$ cat config.mk
export PLATFORM = sky130hd
export DESIGN_NAME = unordered_key_set_table_flat
export DESIGN_NICKNAME = d
export VERILOG_FILES = /design/src/sv/ukst_pkg.sv /design/src/sv/ukst_req_if.sv /design/src/sv/ukst_rsp_if.sv /design/src/sv/unordered_key_set_table.sv /design/src/sv/ukst_ram.sv /design/src/sv/ukst_datapath.sv /design/src/sv/ukst_ctrl.sv /design/src/flat_wrapper.sv
export VERILOG_INCLUDE_DIRS = /design/src /design/src/sv
export SDC_FILE = /design/constraint.sdc
export NUM_CORES = 2
export LEC_CHECK = 0
export BUFFER_PORTS_ARGS = -buffer_cell sky130_fd_sc_hd__buf_2
export CAP_MARGIN = 30
export CELL_PAD_IN_SITES_DETAIL_PLACEMENT = 0
export CELL_PAD_IN_SITES_GLOBAL_PLACEMENT = 1
export CORE_MARGIN = 2
export CORE_UTILIZATION = 45
export DETAILED_ROUTE_END_ITERATION = 8
export PLACE_DENSITY = 0.7
export SETUP_SLACK_MARGIN = 0.4
export SYNTH_ARGS = -nofsm -noshare
export SYNTH_HDL_FRONTEND = slang
export SYNTH_SLANG_ARGS = --single-unit
$ cat constraint.sdc
create_clock -name clk -period 3.95 [get_ports clk]
set_clock_uncertainty 0.15 [all_clocks]
set_input_delay 0.5925 -clock clk [delete_from_list [all_inputs] [get_ports clk]]
set_output_delay 0.5925 -clock clk [all_outputs]
set_load 0.02 [all_outputs]
$ cat src/sv/assert_macros.svh
// Assertion macros shared by the table's RTL files.
// Needs a clock named clk and an active-low reset named rst_n in scope.
`ifndef ASSERT_MACROS_SVH
`define ASSERT_MACROS_SVH
`ifndef SYNTHESIS
// Condition holds at every edge out of reset
`define ASSERT_ALWAYS(lbl, expr, msg) \
    lbl: assert property (@(posedge clk) disable iff (!rst_n) (expr)) else $error(msg);
// Antecedent implies consequent in the same cycle
`define ASSERT_IMPLIES(lbl, ante, cons, msg) \
    lbl: assert property (@(posedge clk) disable iff (!rst_n) (ante) |-> (cons)) \
        else $error(msg);
// Antecedent implies consequent in the next cycle
`define ASSERT_NEXT(lbl, ante, cons, msg) \
    lbl: assert property (@(posedge clk) disable iff (!rst_n) (ante) |=> (cons)) \
        else $error(msg);
`else
`define ASSERT_ALWAYS(lbl, expr, msg)
`define ASSERT_IMPLIES(lbl, ante, cons, msg)
`define ASSERT_NEXT(lbl, ante, cons, msg)
`endif
`endif

$ cat src/sv/ukst_pkg.sv
// Shared types and constants for the unordered key set table.
// No dependencies; imported by the controller, datapath and top level.
package ukst_pkg;

    localparam int CAPACITY  = 64;
    localparam int KEY_WIDTH = 32;
    localparam int ADDR_W    = $clog2(CAPACITY);
    localparam int CNT_W     = $clog2(CAPACITY + 1);

    typedef enum logic [2:0] {
        OP_ADD      = 3'd0,
        OP_REMOVE   = 3'd1,
        OP_CONTAINS = 3'd2,
        OP_CLEAR    = 3'd3,
        OP_GET      = 3'd4
    } opcode_t;

    typedef enum logic [1:0] {
        ST_OK    = 2'd0,
        ST_FULL  = 2'd1,
        ST_RANGE = 2'd2
    } status_t;

    typedef enum logic [2:0] {
        S_IDLE,
        S_DISPATCH,
        S_SCAN,
        S_SWAP,
        S_GET,
        S_RESP
    } state_t;

    // Source of the memory read address
    typedef enum logic [1:0] {
        RD_ZERO,
        RD_NEXT,
        RD_LAST,
        RD_POS
    } rd_sel_t;

    // Controller to datapath
    typedef struct packed {
        logic    load_req;
        logic    wr_add;
        logic    wr_swap;
        logic    clear;
        logic    scan_start;
        logic    scan_next;
        rd_sel_t rd_sel;
        logic    set_found;
        logic    set_full;
        logic    set_range;
        logic    load_value;
        logic    load_out;
    } dp_cmd_t;

    // Datapath to controller
    typedef struct packed {
        logic    req_valid;
        opcode_t op;
        logic    full;
        logic    empty;
        logic    get_ok;
        logic    match;
        logic    scan_last;
        logic    out_free;
    } dp_stat_t;

endpackage

$ cat src/sv/ukst_req_if.sv
// Request channel: one beat carries an opcode, a key and a position.
// No dependencies.
interface ukst_req_if;
    logic       valid;
    logic       ready;
    logic [2:0] opcode;
    logic [31:0] key;
    logic [5:0] position;

    modport source (output valid, output opcode, output key, output position, input ready);
    modport sink   (input valid, input opcode, input key, input position, output ready);
endinterface

$ cat src/sv/ukst_rsp_if.sv
// Response channel: one beat per request with found, value, count and status.
// No dependencies.
interface ukst_rsp_if;
    logic        valid;
    logic        ready;
    logic        found;
    logic [31:0] entry_value;
    logic [6:0]  entry_count;
    logic [1:0]  status;

    modport source (output valid, output found, output entry_value, output entry_count,
                    output status, input ready);
    modport sink   (input valid, input found, input entry_value, input entry_count,
                    input status, output ready);
endinterface

$ cat src/sv/unordered_key_set_table.sv
// Unordered key set table: append, swap-remove, contains, clear, get by index.
// Each accepted beat is dispatched, then contains/remove scan the entries, a remove hit swaps in
// the last entry and a good get reads its entry before the result is registered.
// One item at a time: the next beat is taken in the cycle after the result is registered; the scan
// reads one entry per cycle from the single-read entry RAM.
// Reset empties the table and the output register; entry RAM contents are not cleared.
module unordered_key_set_table (
    input  logic       clk,
    input  logic       rst_n,
    ukst_req_if.sink   req,
    ukst_rsp_if.source rsp
);
    import ukst_pkg::*;

    dp_cmd_t  cmd;
    dp_stat_t stat;
    logic     ctrl_ready;

    assign req.ready = ctrl_ready;

    ukst_ctrl u_ctrl (
        .clk   (clk),
        .rst_n (rst_n),
        .stat  (stat),
        .cmd   (cmd),
        .ready (ctrl_ready)
    );

    ukst_datapath u_datapath (
        .clk   (clk),
        .rst_n (rst_n),
        .req   (req),
        .rsp   (rsp),
        .cmd   (cmd),
        .stat  (stat)
    );

endmodule

$ cat src/sv/ukst_ram.sv
// Generic single-write, single-read RAM with registered read data.
// No dependencies.
module ukst_ram #(
    parameter int WIDTH = 32,
    parameter int DEPTH = 64
) (
    input  logic                     clk,
    input  logic                     we,
    input  logic [$clog2(DEPTH)-1:0] waddr,
    input  logic [WIDTH-1:0]         wdata,
    input  logic [$clog2(DEPTH)-1:0] raddr,
    output logic [WIDTH-1:0]         rdata
);

    logic [WIDTH-1:0] mem [DEPTH];

    // Write port and registered read port
    always_ff @(posedge clk)
    begin
        if (we)
        begin
            mem[waddr] <= wdata;
        end
        rdata <= mem[raddr];
    end

endmodule

$ cat src/sv/ukst_datapath.sv
// Datapath: request latch, fill count, scan index, entry RAM and result register.
// Depends on ukst_pkg, ukst_req_if, ukst_rsp_if, ukst_ram and assert_macros.svh.
`include "assert_macros.svh"
module ukst_datapath (
    input  logic               clk,
    input  logic               rst_n,
    ukst_req_if.sink           req,
    ukst_rsp_if.source         rsp,
    input  ukst_pkg::dp_cmd_t  cmd,
    output ukst_pkg::dp_stat_t stat
);
    import ukst_pkg::*;

    logic [2:0]           op_reg;
    logic [KEY_WIDTH-1:0] key_reg;
    logic [5:0]           pos_reg;
    logic [CNT_W-1:0]     count_reg, count_next;
    logic [ADDR_W-1:0]    idx_reg, idx_next;
    logic                 found_reg, found_next;
    logic [KEY_WIDTH-1:0] value_reg, value_next;
    status_t              status_reg, status_next;

    logic                 out_valid_reg, out_valid_next;
    logic                 out_found_reg;
    logic [31:0]          out_value_reg;
    logic [6:0]           out_count_reg;
    status_t              out_status_reg;

    logic                 ram_we;
    logic [ADDR_W-1:0]    ram_waddr, ram_raddr, last_idx;
    logic [KEY_WIDTH-1:0] ram_wdata, ram_rdata;

    assign last_idx = ADDR_W'(count_reg - 1'b1);

    // Request latch
    always_ff @(posedge clk)
    begin
        if (cmd.load_req)
        begin
            op_reg  <= req.opcode;
            key_reg <= KEY_WIDTH'(req.key);
            pos_reg <= req.position;
        end
    end

    // Fill count and scan index
    always_comb
    begin
        count_next = count_reg;
        if (cmd.clear)
        begin
            count_next = '0;
        end
        else if (cmd.wr_add)
        begin
            count_next = count_reg + 1'b1;
        end
        else if (cmd.wr_swap)
        begin
            count_next = count_reg - 1'b1;
        end
    end

    always_comb
    begin
        idx_next = idx_reg;
        if (cmd.scan_start)
        begin
            idx_next = '0;
        end
        else if (cmd.scan_next)
        begin
            idx_next = idx_reg + 1'b1;
        end
    end

    always_ff @(posedge clk or negedge rst_n)
    begin
        if (!rst_n)
        begin
            count_reg <= '0;
        end
        else
        begin
            count_reg <= count_next;
        end
    end

    always_ff @(posedge clk)
    begin
        idx_reg <= idx_next;
    end

    // Entry memory ports
    always_comb
    begin
        ram_we    = cmd.wr_add | cmd.wr_swap;
        ram_waddr = cmd.wr_swap ? idx_reg : ADDR_W'(count_reg);
        ram_wdata = cmd.wr_swap ? ram_rdata : key_reg;
        case (cmd.rd_sel)
            RD_NEXT: ram_raddr = idx_reg + 1'b1;
            RD_LAST: ram_raddr = last_idx;
            RD_POS:  ram_raddr = ADDR_W'(pos_reg);
            default: ram_raddr = '0;
        endcase
    end

    ukst_ram #(
        .WIDTH (KEY_WIDTH),
        .DEPTH (CAPACITY)
    ) u_entries (
        .clk   (clk),
        .we    (ram_we),
        .waddr (ram_waddr),
        .wdata (ram_wdata),
        .raddr (ram_raddr),
        .rdata (ram_rdata)
    );

    // Per-item result fields
    always_comb
    begin
        found_next  = found_reg;
        value_next  = value_reg;
        status_next = status_reg;
        if (cmd.load_req)
        begin
            found_next  = 1'b0;
            value_next  = '0;
            status_next = ST_OK;
        end
        else
        begin
            if (cmd.set_found)
            begin
                found_next = 1'b1;
            end
            if (cmd.set_full)
            begin
                status_next = ST_FULL;
            end
            if (cmd.set_range)
            begin
                status_next = ST_RANGE;
            end
            if (cmd.load_value)
            begin
                value_next = ram_rdata;
            end
        end
    end

    always_ff @(posedge clk)
    begin
        found_reg  <= found_next;
        value_reg  <= value_next;
        status_reg <= status_next;
    end

    // Output register: holds a finished beat until the sink takes it
    always_comb
    begin
        out_valid_next = out_valid_reg;
        if (cmd.load_out)
        begin
            out_valid_next = 1'b1;
        end
        else if (rsp.ready)
        begin
            out_valid_next = 1'b0;
        end
    end

    always_ff @(posedge clk or negedge rst_n)
    begin
        if (!rst_n)
        begin
            out_valid_reg <= 1'b0;
        end
        else
        begin
            out_valid_reg <= out_valid_next;
        end
    end

    always_ff @(posedge clk)
    begin
        if (cmd.load_out)
        begin
            out_found_reg  <= found_reg;
            out_value_reg  <= 32'(value_reg);
            out_count_reg  <= 7'(count_reg);
            out_status_reg <= status_reg;
        end
    end

    assign rsp.valid       = out_valid_reg;
    assign rsp.found       = out_found_reg;
    assign rsp.entry_value = out_value_reg;
    assign rsp.entry_count = out_count_reg;
    assign rsp.status      = out_status_reg;

    // Status towards the controller
    always_comb
    begin
        stat.req_valid = req.valid;
        stat.op        = opcode_t'(op_reg);
        stat.full      = (count_reg >= CNT_W'(CAPACITY));
        stat.empty     = (count_reg == '0);
        stat.get_ok    = (CNT_W'(pos_reg) < count_reg);
        stat.match     = (ram_rdata == key_reg);
        stat.scan_last = ((CNT_W'(idx_reg) + 1'b1) == count_reg);
        stat.out_free  = !out_valid_reg || rsp.ready;
    end

    `ASSERT_ALWAYS(a_count_bound, count_reg <= CNT_W'(CAPACITY), "fill count above capacity")
    `ASSERT_IMPLIES(a_add_room, cmd.wr_add, !stat.full, "append into a full table")
    `ASSERT_NEXT(a_swap_shrinks, cmd.wr_swap, (count_reg + 1'b1) == $past(count_reg), "swap without count decrement")

endmodule

$ cat src/sv/ukst_ctrl.sv
// Controller: sequences dispatch, scan, swap, read and response for one item.
// Depends on ukst_pkg and assert_macros.svh.
`include "assert_macros.svh"
module ukst_ctrl (
    input  logic               clk,
    input  logic               rst_n,
    input  ukst_pkg::dp_stat_t stat,
    output ukst_pkg::dp_cmd_t  cmd,
    output logic               ready
);
    import ukst_pkg::*;

    state_t state_reg, state_next;

    always_ff @(posedge clk or negedge rst_n)
    begin
        if (!rst_n)
        begin
            state_reg <= S_IDLE;
        end
        else
        begin
            state_reg <= state_next;
        end
    end

    // Next state
    always_comb
    begin
        state_next = state_reg;
        case (state_reg)
            S_IDLE:
            begin
                if (stat.req_valid)
                begin
                    state_next = S_DISPATCH;
                end
            end
            S_DISPATCH:
            begin
                case (stat.op)
                    OP_REMOVE, OP_CONTAINS: state_next = stat.empty ? S_RESP : S_SCAN;
                    OP_GET:                 state_next = stat.get_ok ? S_GET : S_RESP;
                    default:                state_next = S_RESP;
                endcase
            end
            S_SCAN:
            begin
                if (stat.match)
                begin
                    state_next = (stat.op == OP_REMOVE) ? S_SWAP : S_RESP;
                end
                else if (stat.scan_last)
                begin
                    state_next = S_RESP;
                end
            end
            S_SWAP:  state_next = S_RESP;
            S_GET:   state_next = S_RESP;
            S_RESP:
            begin
                if (stat.out_free)
                begin
                    state_next = S_IDLE;
                end
            end
            default: state_next = S_IDLE;
        endcase
    end

    // Commands
    always_comb
    begin
        cmd   = '0;
        ready = 1'b0;
        case (state_reg)
            S_IDLE:
            begin
                ready        = 1'b1;
                cmd.load_req = stat.req_valid;
            end
            S_DISPATCH:
            begin
                case (stat.op)
                    OP_ADD:
                    begin
                        cmd.set_full = stat.full;
                        cmd.wr_add   = !stat.full;
                    end
                    OP_REMOVE, OP_CONTAINS:
                    begin
                        cmd.scan_start = !stat.empty;
                        cmd.rd_sel     = RD_ZERO;
                    end
                    OP_CLEAR:
                    begin
                        cmd.clear = 1'b1;
                    end
                    OP_GET:
                    begin
                        cmd.set_range = !stat.get_ok;
                        cmd.rd_sel    = RD_POS;
                    end
                    default:
                    begin
                        cmd.rd_sel = RD_ZERO;
                    end
                endcase
            end
            S_SCAN:
            begin
                if (stat.match)
                begin
                    cmd.set_found = 1'b1;
                    cmd.rd_sel    = RD_LAST;
                end
                else if (!stat.scan_last)
                begin
                    cmd.scan_next = 1'b1;
                    cmd.rd_sel    = RD_NEXT;
                end
            end
            S_SWAP:  cmd.wr_swap    = 1'b1;
            S_GET:   cmd.load_value = 1'b1;
            S_RESP:  cmd.load_out   = stat.out_free;
            default: cmd            = '0;
        endcase
    end

    `ASSERT_NEXT(a_accept_dispatch, ready && stat.req_valid, state_reg == S_DISPATCH, "accepted beat not dispatched")
    `ASSERT_IMPLIES(a_out_room, cmd.load_out, stat.out_free, "result loaded over a waiting beat")
    `ASSERT_IMPLIES(a_swap_after_scan, state_reg == S_SWAP, $past(state_reg) == S_SCAN, "swap not preceded by scan")

endmodule

$ cat src/flat_wrapper.sv
// flat-port wrapper written by rule: the top's interface ports become plain ports
module unordered_key_set_table_flat import ukst_pkg::*;
  (clk, rst_n, req_valid, req_opcode, req_key, req_position, req_ready, rsp_valid, rsp_found, rsp_entry_value, rsp_entry_count, rsp_status, rsp_ready);
  ukst_req_if req_i ();
  ukst_rsp_if rsp_i ();
  input  logic clk;
  input  logic rst_n;
  input wire logic [$bits(req_i.valid)-1:0] req_valid;
  input wire logic [$bits(req_i.opcode)-1:0] req_opcode;
  input wire logic [$bits(req_i.key)-1:0] req_key;
  input wire logic [$bits(req_i.position)-1:0] req_position;
  output wire logic [$bits(req_i.ready)-1:0] req_ready;
  output wire logic [$bits(rsp_i.valid)-1:0] rsp_valid;
  output wire logic [$bits(rsp_i.found)-1:0] rsp_found;
  output wire logic [$bits(rsp_i.entry_value)-1:0] rsp_entry_value;
  output wire logic [$bits(rsp_i.entry_count)-1:0] rsp_entry_count;
  output wire logic [$bits(rsp_i.status)-1:0] rsp_status;
  input wire logic [$bits(rsp_i.ready)-1:0] rsp_ready;
  assign req_i.valid = req_valid;
  assign req_i.opcode = req_opcode;
  assign req_i.key = req_key;
  assign req_i.position = req_position;
  assign req_ready = req_i.ready;
  assign rsp_valid = rsp_i.valid;
  assign rsp_found = rsp_i.found;
  assign rsp_entry_value = rsp_i.entry_value;
  assign rsp_entry_count = rsp_i.entry_count;
  assign rsp_status = rsp_i.status;
  assign rsp_i.ready = rsp_ready;
  unordered_key_set_table u_core (.clk(clk), .rst_n(rst_n), .req(req_i), .rsp(rsp_i));
endmodule
==> results.md <==
- Critical-path cell list: xor2_2, nor4_4, buf_4, and4_4, nand2_4, a311o_2, buf_12, buf_16, buf_6, buf_12, nand2_1, and3_1, a31oi_1, o2111ai_1, nand3_2, buf_4, a221o_1
- Max reg flops: 2048
- Peak Freq: 0.226 GHz
- Final ANT Viol Nets: 0
- Clock transition at the registers of the reported paths: 0.06 ns
- Mean post-synth cell area: 13.3 µm²
- Crit path buf inv count: 6
- CTS tree: built
- Register area: 65700 µm²
- Distinct cells, synth: 70
- DIE AREA: 197000 µm²
- Leakage power: 40.1 nW
- Clock insertion delay at the later pin of the skew report: 0.86 ns
- Crit path kind: flip-flop to flip-flop
- Part of the Yosys area used for sequential elements: 75.4%
- Die H: 444 µm
- Endpoints failing setup: 32
- Prevailing post-synth register cell: edfxtp_1
- Core ar.: slightly below 200000 µm²
- # rows: 161
- Fin Setup TNS: -11.08 ns
- Crit path DAT: between 4 and 5 ns
- DRT iter0 DRCs: around 8.3k
- Fill cell total of the finished layout: 14.9k
- First-pass GRT wire length: 400000 µm
- Failing checks: setup timing
- Fin. Hold Viols: 0
- Asr flop ratio synth: 0.497%
- Slowest CP cell: edfxtp_1
- DR pass1 iterations: 6
- Initial core utilization: 45.3%
- Clock buffer depth: 3
- DP HPWL: between 150000 and 200000 µm
- # IOs: 89
- P per Cell Area: roughly 630 nW/µm²
- H-tree lvl count: 4
- Max Slew Vio Count: 0
- Syn nets: roughly 6.6k
- Residual DRC count: 0
- Worst-margin pin slew: 0.890 ns
- Synth Cell Area: 87200 µm²
- Most frequent cells in the layout: edfxtp_1 (2131), nand2_1 (1841), nand3_1 (624)
- Total Wirelength: approximately 300000 µm
- Final period utilization: 112%
- Die width: roughly 440 µm
- Yosys warns: 0
- RSZ-0062 raised after global routing: yes
- CP max FO: 6
- Root Driver: clkbuf_16
- VDD IR max: 0.000557 V
- Max-capacitance violation count: 0
- Share of cells above drive strength 1: 23.5%
- Status: complete, but fails checks
- Vias in the first global route: 55.9k
- Crit-path leading delay family: compound AO/OA/AOI/OAI gates
- Pin count of the biggest net entering global routing: between 100 and 150
- Max incr delay on CP: approximately 0.45 ns
- GRT Residual Overflow: 0
- Min cycle time layout: 4.42 ns
- Avg Vias per Cell: 5.92
- Hold crit path type: flip-flop to flip-flop
- EDFF count, synth: between 2k and 2.5k
- Max_slew headroom: 40.7%
- Crit path launch type: flip-flop
- Worst setup EP type: flip-flop
- Initial antenna violation count: 22
- Gr usage total: 28.1%
- Multi-input gate area: 22300 µm²
- Worst setup margin: -0.468 ns
- DP Worst Slack: -1.44 ns
- Synth-to-layout area growth: 27.8%
- Final Wtd Congestion: 0.918
- Clk sinks: ~2.2k
- Synth Register Bits: 2215
- Layout Nets: 7486
- Inserted Clock Buffers: 225
- Buffers on Ports: 88
- Via count: 60.1k
- Top reg by flops: u_core.u_datapath.u_entries.mem
- Commonest non-fill, non-tap cell in the layout: edfxtp_1
- Syn Inst Count: about 6.6k
- Routed WL per cell: 28.7 µm
- Crit path required time: ~4.5 ns
==> logic make-up (layout without fill, tap and decap cells) <==
family | count (synthesis) | count (layout) | synth area share, %
AO/OA/AOI/OAI | 661 | 661 | 5.39
XOR/XNOR | 51 | 51 | 0.512
adder cells (fa/ha/maj) | 9 | 9 | 0.129
buffers and inverters | 424 | 1485 | 2.12
flip-flops | 2215 | 2215 | 75.4
multiplexers | 130 | 130 | 1.49
other | 0 | 5 | 0
AND/OR/NAND/NOR | 3071 | 3072 | 15.0
==> timing repair <==
item,CTS,global route
hold endpoints to repair,55,0
resized for setup,339,320
pin swaps,83,142
gates cloned,40,40
endpoints found under the setup margin,136,676
buffers inserted,59,78
hold buffers,45,0
==> layer usage <==
| metal | part of all wire [%] | track usage [%] | up-vias | wire length, µm |
|---|---|---|---|---|
| met2 | 46 | 43.1 | 3077 | 133000 |
| met1 | 41 | 39.7 | 30500 | 118000 |
| met3 | 11 | 6.65 | 489 | 31400 |
| met5 | 0.027 | 1.05 | - | 80 |
| li1 | - | - | 26100 | - |
| met4 | 3.1 | 8.98 | 12 | 9140 |
==> stage by stage <==
step                hold slack (ns)  utilization (%)  instance area (µm²)  instances  total power [mW]
floorplan                     0.147                -                87400       6561              37.3
global placement              0.266             50.4                97000       9454              45.3
detailed placement            0.264             50.5                97300       9468              45.5
CTS                           0.252             56.3               108000      10000              68.4
global route                  0.280             57.9               111000      10200              72.2
finish                        0.279             57.9               111000      10200              70.1
==> report_power, final <==
part | total (mW) | internal, mW | switching [mW]
sequential | 29.3 | 28.8 | 0.448
combinational | 19.6 | 7.43 | 12.2
clock | 21.3 | 12.3 | 8.99
==> final cells by class <==
cell class / instances / area share, %
Sequential cell: 2215 / 59.0
Tap cell: 2526 / 2.84
Multi-Input combinational cell: 3923 / 20.0
Antenna cell: 5 / 0.0112
Inverter: 10 / 0.0337
Clock buffer: 300 / 5.54
Clock inverter: 118 / 1.02
Timing Repair Buffer: 1057 / 11.5
==> cell usage after synthesis (3+ instances only) <==
cell type | n | area, µm²
edfxtp_1 | 2131 | 64000
nand2_1 | 1917 | 7200
nand3_1 | 661 | 3310
clkbuf_1 | 235 | 882
nor2_1 | 213 | 800
a21oi_1 | 140 | 701
and3_1 | 140 | 876
mux2i_1 | 130 | 1300
a31oi_1 | 118 | 738
buf_2 | 110 | 551
o22ai_1 | 79 | 494
dfxtp_1 | 73 | 1460
o2111ai_1 | 54 | 473
a32o_1 | 50 | 500
a311oi_1 | 45 | 394
o21ai_0 | 44 | 220
xor2_1 | 41 | 359
buf_1 | 40 | 150
nand4_1 | 38 | 238
nor3_1 | 29 | 145
buf_4 | 25 | 188
a221oi_1 | 22 | 193
nor4_1 | 22 | 138
a221o_1 | 21 | 210
o31ai_1 | 15 | 113
a32oi_1 | 14 | 123
dfrtp_1 | 11 | 275
a22o_1 | 10 | 87.6
o221ai_1 | 10 | 87.6
xnor2_1 | 10 | 87.6
ha_1 | 9 | 113
inv_1 | 9 | 33.8
nand2b_1 | 9 | 56.3
o311ai_0 | 8 | 70.1
and2_1 | 7 | 43.8
o211ai_1 | 7 | 52.6
or3_1 | 5 | 31.3
buf_6 | 4 | 45.0
nor2b_1 | 4 | 25.0
o221a_2 | 4 | 45.0
or2_2 | 4 | 25.0
and4_1 | 3 | 26.3
nand3b_1 | 3 | 22.5
nor2_2 | 3 | 18.8
o21a_1 | 3 | 22.5
==> worst paths after layout <==
path | endpoint | slack, ns | start | cells past startpoint
setup / recovery | u_core.u_datapath.u_entries.rdata[15]$_DFF_P_ | -0.47 | u_core.u_datapath.key_reg[18]$_DFFE_PP_ | 17
hold / removal | u_core.u_datapath.rsp.entry_value[0]$_DFFE_PP_ | 0.28 | u_core.u_datapath.value_reg[0]$_SDFFE_PP0N_ | 0
setup reg to reg | u_core.u_datapath.u_entries.rdata[15]$_DFF_P_ | -0.47 | u_core.u_datapath.key_reg[18]$_DFFE_PP_ | 17
hold reg to reg | u_core.u_datapath.rsp.entry_value[0]$_DFFE_PP_ | 0.28 | u_core.u_datapath.value_reg[0]$_SDFFE_PP0N_ | 0
max in group asynchronous | u_core.u_datapath.rsp.valid$_DFFE_PN0P_ | 2.47 | rst_n | 3
min in group asynchronous | u_core.u_datapath.count_reg[1]$_DFFE_PN0P_ | 0.73 | rst_n | 3
(Power assumes the default switching activity.)
